==> src/agpo_pkg.sv <==
// Shared constants, types and functions for the adaptive gait phase oscillator.
`timescale 1ns / 1ps
package agpo_pkg;

  localparam int unsigned CycleLimit  = 512;
  localparam int unsigned CordicSteps = 16;
  localparam int unsigned SegPosW     = $clog2(CycleLimit + 1);
  localparam int unsigned StepW       = $clog2(CordicSteps + 1);

  localparam int unsigned CordW  = 48;
  localparam int unsigned ZW     = 24;
  localparam int unsigned DivW   = 29;

  localparam logic signed [ZW-1:0] PiQ20   = 24'sd3294199;
  localparam logic signed [15:0]   PiQ12   = 16'sd12868;
  localparam logic signed [15:0]   SegSeed = 16'sd25600;
  localparam logic [15:0]          GainOne = 16'd4096;
  localparam logic [15:0]          GainMax = 16'hFFFF;
  localparam logic [15:0]          RunMax  = 16'hFFFF;

  localparam logic [1:0] CfgJump   = 2'd0;
  localparam logic [1:0] CfgMinSeg = 2'd1;
  localparam logic [1:0] CfgStop   = 2'd2;
  localparam logic [1:0] CfgCount  = 2'd3;

  function automatic logic signed [ZW-1:0] atan_q20(input logic [4:0] i);
    logic signed [ZW-1:0] r;
    begin
      unique case (i)
        5'd0:  r = 24'sd823550;
        5'd1:  r = 24'sd486170;
        5'd2:  r = 24'sd256879;
        5'd3:  r = 24'sd130396;
        5'd4:  r = 24'sd65451;
        5'd5:  r = 24'sd32757;
        5'd6:  r = 24'sd16383;
        5'd7:  r = 24'sd8192;
        5'd8:  r = 24'sd4096;
        5'd9:  r = 24'sd2048;
        5'd10: r = 24'sd1024;
        5'd11: r = 24'sd512;
        5'd12: r = 24'sd256;
        5'd13: r = 24'sd128;
        5'd14: r = 24'sd64;
        5'd15: r = 24'sd32;
        5'd16: r = 24'sd16;
        5'd17: r = 24'sd8;
        5'd18: r = 24'sd4;
        5'd19: r = 24'sd2;
        5'd20: r = 24'sd1;
        default: r = '0;
      endcase
      return r;
    end
  endfunction

endpackage

==> src/agpo_cordic.sv <==
// Iterative vectoring CORDIC atan2 with Q3.12 rounded, clamped result.
`timescale 1ns / 1ps
module agpo_cordic (
  input  logic                 clk_i,
  input  logic                 rst_ni,
  input  logic                 start_i,
  input  logic signed [47:0]   y_i,
  input  logic signed [47:0]   x_i,
  output logic                 done_o,
  output logic signed [14:0]   phase_o
);
  import agpo_pkg::*;

  localparam logic [1:0] StIdle = 2'd0;
  localparam logic [1:0] StNorm = 2'd1;
  localparam logic [1:0] StRot  = 2'd2;
  localparam logic [1:0] StOut  = 2'd3;

  logic [1:0] state_q, state_d;
  logic signed [CordW-1:0] x_q, x_d, y_q, y_d;
  logic signed [ZW-1:0] z_q, z_d;
  logic [StepW-1:0] step_q, step_d;
  logic zero_q, zero_d;
  logic signed [14:0] phase_q, phase_d;
  logic done_q, done_d;

  logic signed [CordW-1:0] ax, ay, mag, dx, dy;
  logic signed [ZW+1:0] rsum;
  logic signed [ZW+1:0] rq;

  always_comb begin
    ax  = x_q[CordW-1] ? -x_q : x_q;
    ay  = y_q[CordW-1] ? -y_q : y_q;
    mag = (ax > ay) ? ax : ay;
    dx  = y_q >>> step_q;
    dy  = x_q >>> step_q;
    rsum = {{2{z_q[ZW-1]}}, z_q} + 26'sd128;
    rq   = rsum >>> 8;
  end

  always_comb begin
    state_d = state_q;
    x_d = x_q;
    y_d = y_q;
    z_d = z_q;
    step_d = step_q;
    zero_d = zero_q;
    phase_d = phase_q;
    done_d = 1'b0;
    unique case (state_q)
      StIdle: begin
        if (start_i) begin
          zero_d = (x_i == '0) && (y_i == '0);
          step_d = '0;
          if (x_i[47]) begin
            x_d = -x_i;
            y_d = -y_i;
            z_d = y_i[47] ? -PiQ20 : PiQ20;
          end else begin
            x_d = x_i;
            y_d = y_i;
            z_d = '0;
          end
          state_d = StNorm;
        end
      end
      StNorm: begin
        if (zero_q) begin
          state_d = StOut;
        end else if (mag < (48'sd1 <<< 40)) begin
          x_d = x_q <<< 1;
          y_d = y_q <<< 1;
        end else begin
          state_d = StRot;
        end
      end
      StRot: begin
        if (!y_q[CordW-1]) begin
          x_d = x_q + dx;
          y_d = y_q - dy;
          z_d = z_q + atan_q20(5'(step_q));
        end else begin
          x_d = x_q - dx;
          y_d = y_q + dy;
          z_d = z_q - atan_q20(5'(step_q));
        end
        step_d = step_q + 1'b1;
        if (step_q == StepW'(CordicSteps - 1)) state_d = StOut;
      end
      StOut: begin
        if (zero_q) begin
          phase_d = '0;
        end else if (rq > 26'(PiQ12)) begin
          phase_d = 15'(PiQ12);
        end else if (rq < -26'(PiQ12)) begin
          phase_d = -15'(PiQ12);
        end else begin
          phase_d = 15'(rq);
        end
        done_d = 1'b1;
        state_d = StIdle;
      end
      default: state_d = StIdle;
    endcase
  end

  always_ff @(posedge clk_i or negedge rst_ni) begin
    if (!rst_ni) begin
      state_q <= StIdle;
      done_q <= 1'b0;
    end else begin
      state_q <= state_d;
      done_q <= done_d;
    end
  end

  always_ff @(posedge clk_i) begin
    x_q <= x_d;
    y_q <= y_d;
    z_q <= z_d;
    step_q <= step_d;
    zero_q <= zero_d;
    phase_q <= phase_d;
  end

  assign done_o  = done_q;
  assign phase_o = phase_q;

  assert property (@(posedge clk_i) disable iff (!rst_ni)
    done_q |-> state_q == StIdle) else $error("done outside idle");
  assert property (@(posedge clk_i) disable iff (!rst_ni)
    done_q |-> (phase_q <= 15'(PiQ12)) && (phase_q >= -15'(PiQ12)))
    else $error("phase out of range");
  assert property (@(posedge clk_i) disable iff (!rst_ni)
    state_q == StRot |-> step_q < StepW'(CordicSteps)) else $error("step overrun");
endmodule

==> src/adaptive_gait_phase_oscillator.sv <==
// Top level: gait phase estimator with shared CORDIC and serial divider.
`timescale 1ns / 1ps
// One sample is taken at a time. Each sample runs the shared CORDIC twice
// (raw phase, then adjusted phase), each run taking up to 40 normalize shifts
// plus 16 rotation steps, or neither when both operands are zero; a cycle
// boundary with a gain update adds a restoring divide for the gain. The
// result sits in an output register, and the next sample is taken once it
// has been accepted.
module adaptive_gait_phase_oscillator (
  input  logic                clk_i,
  input  logic                rst_ni,
  input  logic                valid_i,
  output logic                ready_o,
  input  logic signed [15:0]  joint_angle_i,
  input  logic signed [15:0]  joint_velocity_i,
  output logic                valid_o,
  input  logic                ready_i,
  output logic signed [14:0]  adjusted_phase_o,
  output logic                walking_o,
  output logic                cycle_start_o,
  input  logic                cfg_we_i,
  input  logic [1:0]          cfg_index_i,
  input  logic [16:0]         cfg_data_i
);
  import agpo_pkg::*;

  localparam logic [2:0] StIdle = 3'd0;
  localparam logic [2:0] StRaw  = 3'd1;
  localparam logic [2:0] StDec  = 3'd2;
  localparam logic [2:0] StDiv  = 3'd3;
  localparam logic [2:0] StMul  = 3'd4;
  localparam logic [2:0] StAdj  = 3'd5;
  localparam logic [2:0] StFin  = 3'd6;
  localparam logic [2:0] StOut  = 3'd7;

  logic [2:0] state_q, state_d;
  logic [14:0] thr_q;
  logic [8:0]  minseg_q;
  logic [16:0] sspan_q;
  logic [14:0] scount_q;

  logic signed [15:0] a_q, v_q;
  logic tracking_q, prev_valid_q, empty_q;
  logic signed [15:0] prev_raw_q;
  logic [SegPosW-1:0] segpos_q;
  logic signed [15:0] amax_q, amin_q, vmax_q, vmin_q;
  logic [15:0] gain_q;
  logic signed [15:0] vc_q, ac_q;
  logic signed [16:0] adj_max_q, adj_min_q;
  logic [15:0] run_q;
  logic start_q;
  logic upd_q;

  logic [DivW-1:0] rem_q, quo_q;
  logic [16:0] dvs_q;
  logic [4:0] dcnt_q;

  logic cstart;
  logic signed [47:0] cy, cx;
  logic cdone;
  logic signed [14:0] cphase;

  logic signed [14:0] out_phase_q;
  logic out_walk_q, out_start_q, valid_q;

  agpo_cordic u_cordic (
    .clk_i  (clk_i),
    .rst_ni (rst_ni),
    .start_i(cstart),
    .y_i    (cy),
    .x_i    (cx),
    .done_o (cdone),
    .phase_o(cphase)
  );

  logic signed [16:0] raw_diff;
  logic jump;
  logic signed [16:0] adj_angle, vdiff;
  logic signed [16:0] nmax, nmin;
  logic [16:0] span;
  logic [DivW:0] rem_sh;
  logic signed [33:0] prod;

  always_comb begin
    raw_diff = 17'(cphase) - 17'(prev_raw_q);
    jump = prev_valid_q && (raw_diff > $signed({2'b00, thr_q}));
    adj_angle = 17'(a_q) - 17'(ac_q);
    vdiff = 17'(v_q) - 17'(vc_q);
    prod = $signed({1'b0, gain_q}) * vdiff;
    nmax = (empty_q || adj_angle > adj_max_q) ? adj_angle : adj_max_q;
    nmin = (empty_q || adj_angle < adj_min_q) ? adj_angle : adj_min_q;
    span = 17'(nmax - nmin);
    rem_sh = {rem_q, quo_q[DivW-1]};
  end

  assign cstart = (state_q == StIdle && valid_i && !valid_q) || (state_q == StMul);
  assign cy = (state_q == StMul) ? 48'(prod) : 48'(joint_velocity_i);
  assign cx = (state_q == StMul) ? 48'(adj_angle) <<< 12 : 48'(joint_angle_i);
  assign ready_o = (state_q == StIdle) && !valid_q;

  always_ff @(posedge clk_i or negedge rst_ni) begin
    if (!rst_ni) begin
      state_q <= StIdle;
      thr_q <= 15'd4096;
      minseg_q <= 9'd8;
      sspan_q <= 17'd2560;
      scount_q <= 15'd10;
      tracking_q <= 1'b0;
      prev_valid_q <= 1'b0;
      prev_raw_q <= '0;
      segpos_q <= '0;
      amax_q <= -SegSeed;
      amin_q <= SegSeed;
      vmax_q <= -SegSeed;
      vmin_q <= SegSeed;
      gain_q <= GainOne;
      vc_q <= '0;
      ac_q <= '0;
      empty_q <= 1'b1;
      run_q <= '0;
      valid_q <= 1'b0;
      start_q <= 1'b0;
      upd_q <= 1'b0;
    end else begin
      if (cfg_we_i) begin
        unique case (cfg_index_i)
          CfgJump:   thr_q <= cfg_data_i[14:0];
          CfgMinSeg: minseg_q <= cfg_data_i[8:0];
          CfgStop:   sspan_q <= cfg_data_i;
          CfgCount:  scount_q <= cfg_data_i[14:0];
          default: ;
        endcase
      end
      if (valid_q && ready_i) valid_q <= 1'b0;
      unique case (state_q)
        StIdle: begin
          if (valid_i && !valid_q) begin
            a_q <= joint_angle_i;
            v_q <= joint_velocity_i;
            state_q <= StRaw;
          end
        end
        StRaw: begin
          if (cdone) begin
            prev_raw_q <= 16'(cphase);
            prev_valid_q <= 1'b1;
            start_q <= 1'b0;
            upd_q <= 1'b0;
            state_q <= StDec;
            if (!tracking_q) begin
              if (jump) begin
                tracking_q <= 1'b1;
                start_q <= 1'b1;
              end
            end else if (jump && segpos_q > SegPosW'(minseg_q)) begin
              start_q <= 1'b1;
              upd_q <= 1'b1;
              vc_q <= 16'((17'(vmax_q) + 17'(vmin_q)) >>> 1);
              ac_q <= 16'((17'(amax_q) + 17'(amin_q)) >>> 1);
              rem_q <= '0;
              quo_q <= DivW'(17'(amax_q) - 17'(amin_q)) << 12;
              dvs_q <= 17'(vmax_q) - 17'(vmin_q);
              dcnt_q <= '0;
              state_q <= StDiv;
            end
          end
        end
        StDiv: begin
          if (rem_sh >= (DivW + 1)'(dvs_q)) begin
            rem_q <= DivW'(rem_sh - (DivW + 1)'(dvs_q));
            quo_q <= {quo_q[DivW-2:0], 1'b1};
          end else begin
            rem_q <= DivW'(rem_sh);
            quo_q <= {quo_q[DivW-2:0], 1'b0};
          end
          dcnt_q <= dcnt_q + 1'b1;
          if (dcnt_q == 5'(DivW - 1)) state_q <= StDec;
        end
        StDec: begin
          if (start_q) begin
            if (upd_q)
              gain_q <= (dvs_q == '0 || quo_q > DivW'(GainMax)) ? GainMax : quo_q[15:0];
            amax_q <= (a_q > -SegSeed) ? a_q : -SegSeed;
            amin_q <= (a_q < SegSeed) ? a_q : SegSeed;
            vmax_q <= (v_q > -SegSeed) ? v_q : -SegSeed;
            vmin_q <= (v_q < SegSeed) ? v_q : SegSeed;
            segpos_q <= '0;
            empty_q <= 1'b1;
          end else begin
            if (a_q > amax_q) amax_q <= a_q;
            if (a_q < amin_q) amin_q <= a_q;
            if (v_q > vmax_q) vmax_q <= v_q;
            if (v_q < vmin_q) vmin_q <= v_q;
          end
          state_q <= StMul;
        end
        StMul: state_q <= StAdj;
        StAdj: begin
          if (cdone) begin
            out_phase_q <= cphase;
            state_q <= StFin;
          end
        end
        StFin: begin
          adj_max_q <= nmax;
          adj_min_q <= nmin;
          empty_q <= 1'b0;
          if (span <= sspan_q) begin
            if (run_q != RunMax) run_q <= run_q + 1'b1;
          end else begin
            run_q <= '0;
          end
          if (segpos_q + 1'b1 >= SegPosW'(CycleLimit)) begin
            segpos_q <= '0;
            tracking_q <= 1'b0;
            prev_valid_q <= 1'b0;
            amax_q <= -SegSeed;
            amin_q <= SegSeed;
            vmax_q <= -SegSeed;
            vmin_q <= SegSeed;
          end else begin
            segpos_q <= segpos_q + 1'b1;
          end
          state_q <= StOut;
        end
        StOut: begin
          out_walk_q <= !((span <= sspan_q) ?
                          ((run_q) > 16'(scount_q)) : 1'b0);
          out_start_q <= start_q;
          valid_q <= 1'b1;
          state_q <= StIdle;
        end
        default: state_q <= StIdle;
      endcase
    end
  end

  assign valid_o = valid_q;
  assign adjusted_phase_o = out_phase_q;
  assign walking_o = out_walk_q;
  assign cycle_start_o = out_start_q;

  assert property (@(posedge clk_i) disable iff (!rst_ni)
    valid_q |-> state_q == StIdle || state_q == StOut || state_q == StFin
    || state_q == StAdj || state_q == StMul || state_q == StDec
    || state_q == StRaw || state_q == StDiv) else $error("bad state");
  assert property (@(posedge clk_i) disable iff (!rst_ni)
    ready_o |-> !valid_q) else $error("ready with pending result");
  assert property (@(posedge clk_i) disable iff (!rst_ni)
    state_q == StOut |=> valid_q) else $error("result lost");
endmodule

==> config.mk <==
export PLATFORM = sky130hd
export DESIGN_NAME = adaptive_gait_phase_oscillator
export DESIGN_NICKNAME = d
export VERILOG_FILES = /design/src/agpo_pkg.sv /design/src/agpo_cordic.sv /design/src/adaptive_gait_phase_oscillator.sv
export SDC_FILE = /design/constraint.sdc
export NUM_CORES = 2
export LEC_CHECK = 0
export BUFFER_PORTS_ARGS = -buffer_cell sky130_fd_sc_hd__buf_2
export CAP_MARGIN = 5
export CORE_ASPECT_RATIO = 0.7
export CORE_MARGIN = 4
export CORE_UTILIZATION = 65
export CTS_CLUSTER_SIZE = 28
export DETAILED_ROUTE_END_ITERATION = 7
export PLACE_DENSITY = 0.88
export SLEW_MARGIN = 10
export SYNTH_ARGS = -nofsm -noshare
export SYNTH_HDL_FRONTEND = slang
export SYNTH_SLANG_ARGS = --single-unit
==> constraint.sdc <==
create_clock -name clk_i -period 14 [get_ports clk_i]
set_input_delay 2.8 -clock clk_i [delete_from_list [all_inputs] [get_ports clk_i]]
set_output_delay 2.8 -clock clk_i [all_outputs]
set_load 0.1 [all_outputs]
==> impl_metrics.toml <==
[outcome]
status = "completed"

[logic_synthesis]
postSynthCellCount = 7361
yosysWarningCount = 0
ys_async_sr_fraction = 0.406
synthDistinctLibCells = 121
syn_area_um2 = 64500
synth-edff-count = 304
synth_seq_area_share = 0.234
synth_fp_nets = 8253
syn_avg_cell_area_um2 = 8.77
ys.flop_type = "edfxtp_1"
synth-seq-cells = 545

[critical_path]
critPathLaunch = "v_q[0]$_DFFE_PP_"
cp_max_fo = 12
critPathKind = "flop to flop"
crit_path_end_kind = "flop"
critPathLaunchType = "flop"
rr_worst_depth = 34
crit_family = "compound AO/OA/AOI/OAI gates"
worstPathArrival_ns = 12.27
r2r-end = "u_cordic.z_q[9]$_DFFE_PP_"
crit_buf_inv = 4
r2r_slack_ns = 2.14
worstPathRequired_ns = 14.41
cpMaxStageDelayCell = "nor2_1"
r2r-start = "v_q[0]$_DFFE_PP_"
cpMostUsedCell = "fa_1"
max_stage_delay_ns = 1.09

[clocking]
htree_levels = 2
numCtsBuffers = 57
hold_buffers = 0
cts_tree = "built"
path_clk_slew_ns = 0.07
post-cts-setup-buffers = 0
insertion_delay_ns = 0.67
cts_sinks = 545
cts_root_buffer = "clkbuf_16"
ctsResizeCount = 0
clockBufferDepth = 3

[routing]
avgViaCountPerCell = 6.94
wl_met2_um = 87200
vias = 59600
first_pass_iters = 8
top_layer = "met5"
routed_wl_um = 219000
wl_met1_um = 87800
dr.first_iter.drc_count = 8540
wl_met3_um = 34800
drc = 0
ant_nets = 0
post_drt_wl_per_cell_um = 25.5

[grt]
grt.total_usage = 0.411
grt_max_degree = 133
grt-ovfl-total = 0
grt_pass1_vias = 57600
grt_pass1_wl_um = 337000
antenna_found_initial = 15

[hold_path]
worstHoldStart = "quo_q[2]$_SDFFCE_PN0P_"
min_path_type = "flop to flop"
min_to = "gain_q[2]$_DFFE_PN0P_"
hold_path_depth = 1

[timing]
period_minus_slack_ns = 11.86
finClkSkew_ns = 0.0338
fin_hold_ws_ns = 0.495
setup_violations = 0
timing.final.crit_share = 0.847
finalSetupTns_ns = 0
tightest_slew_ns = 1.40
slew-limit-headroom = 0.0621
hold_viol_final = 0
slew_viol_final = 0
grt_setup_unrepaired = "no"
max_freq_mhz = 84.3

[die]
core_um2 = 98300
initial_utilization = 0.657
die_w_um = 385
die_y_um = 272
pin_count = 75
rows = 96
die_area_um2 = 104000

[cells_and_area]
layout_common_cells = "nand2_1, inv_1, ha_1"
final_common_cell = "nand2_1"
syn_to_final_growth_pct = 5.40
nets = 8101
drive_gt1_frac = 0.0959
fill_cells = 7433

[placed_design]
gp_routability_congestion = 1.05
dp_hpwl_um = 164000
port_buffers = 74

[job]
cap_violations = 0
==> cells by family after synthesis <==
group / synth area share
xor gates and xnor gates: 0.0674
adders and majority gates: 0.188
and+or+nand+nor: 0.168
DFF: 0.234
buffers and inverters: 0.0642
AOI/OAI and AO/OA: 0.183
muxes: 0.0961
==> worst max path at each step <==
stage,end,slack (ns),cells after the start
after global placement,u_cordic.y_q[36]$_DFFE_PP_,2.83,35
after detailed placement,u_cordic.z_q[9]$_DFFE_PP_,2.52,34
after global routing,u_cordic.z_q[9]$_DFFE_PP_,1.66,34
after floorplan,u_cordic.x_q[0]$_DFFE_PP_,1.51,19
final,u_cordic.z_q[9]$_DFFE_PP_,2.14,34
after CTS,u_cordic.y_q[46]$_DFFE_PP_,2.47,35
==> synthesized netlist by cell type (84+ instances only) <==
library cell / instances / area, um^2
dfrtp_1: 199 / 4980
ha_1: 615 / 7690
a21o_1: 178 / 1340
fa_1: 221 / 4420
xnor2_1: 322 / 2820
nor3_1: 154 / 771
mux2_2: 138 / 1550
mux2i_1: 159 / 1590
nand2_1: 632 / 2370
and2_1: 148 / 926
nor2_1: 519 / 1950
nand2b_1: 84 / 526
xor2_1: 172 / 1510
nor2b_1: 108 / 676
edfxtp_1: 304 / 9130
o21ai_0: 395 / 1980
inv_1: 630 / 2360
mux4_2: 127 / 2860
nand3_1: 140 / 701
clkbuf_1: 318 / 1190
a21oi_1: 448 / 2240
==> registers in the layout (all words and copies together) (netlist names), 17 cells and up, named ones only <==
signal	flops
quo_q	29
u_cordic.x_q	48
rem_q	29
u_cordic.y_q	48
dvs_q	17
adj_min_q	17
sspan_q	17
u_cordic.z_q	24
adj_max_q	17
==> per-stage QoR <==
| step | instances | utilization | instance area [um^2] | worst slack, ns |
|---|---|---|---|---|
| after floorplan | 7361 | - | 64500 | 1.51 |
| after global placement | 8473 | 0.671 | 66000 | 2.83 |
| after detailed placement | 8473 | 0.671 | 66000 | 2.52 |
| after CTS | 8581 | 0.692 | 68000 | 2.47 |
| after global routing | 8581 | 0.692 | 68000 | 1.66 |
| final | 8589 | 0.692 | 68000 | 2.14 |
==> cell type report <==
| cell class | count | area, um^2 | share of cell area |
|---|---|---|---|
| multi-input cells | 5767 | 45400 | 0.668 |
| flip-flops and latches | 545 | 15100 | 0.222 |
| inverters | 636 | 2390 | 0.0351 |
| well taps | 1323 | 1660 | 0.0243 |
| clock buffers | 73 | 1600 | 0.0235 |
| repair buffers | 202 | 1380 | 0.0203 |
| clock inverters | 35 | 453 | 0.00666 |
| diodes | 8 | 20.0 | 0.000294 |
==> worst register-to-register path, delay by kind of cell, from the launching register on <==
| kind | cells | cell delay [ns] |
|---|---|---|
| and+or+nand+nor | 5 | 2.05 |
| DFF | 1 | 0.44 |
| buffers and inverters | 4 | 0.57 |
| adders and majority gates | 9 | 4.13 |
| AOI/OAI and AO/OA | 15 | 4.20 |
| muxes | 1 | 0.25 |
==> per-layer routing <==
layer	global-route usage	vias up
met3	0.161	666
met2	0.574	4114
li1	-	26200
met1	0.579	28600
met5	0	-
met4	0.141	14
Power is left out: the tool's default activity adds up to more than one toggle a clock period on the data nets, which glitch-free logic cannot reach.
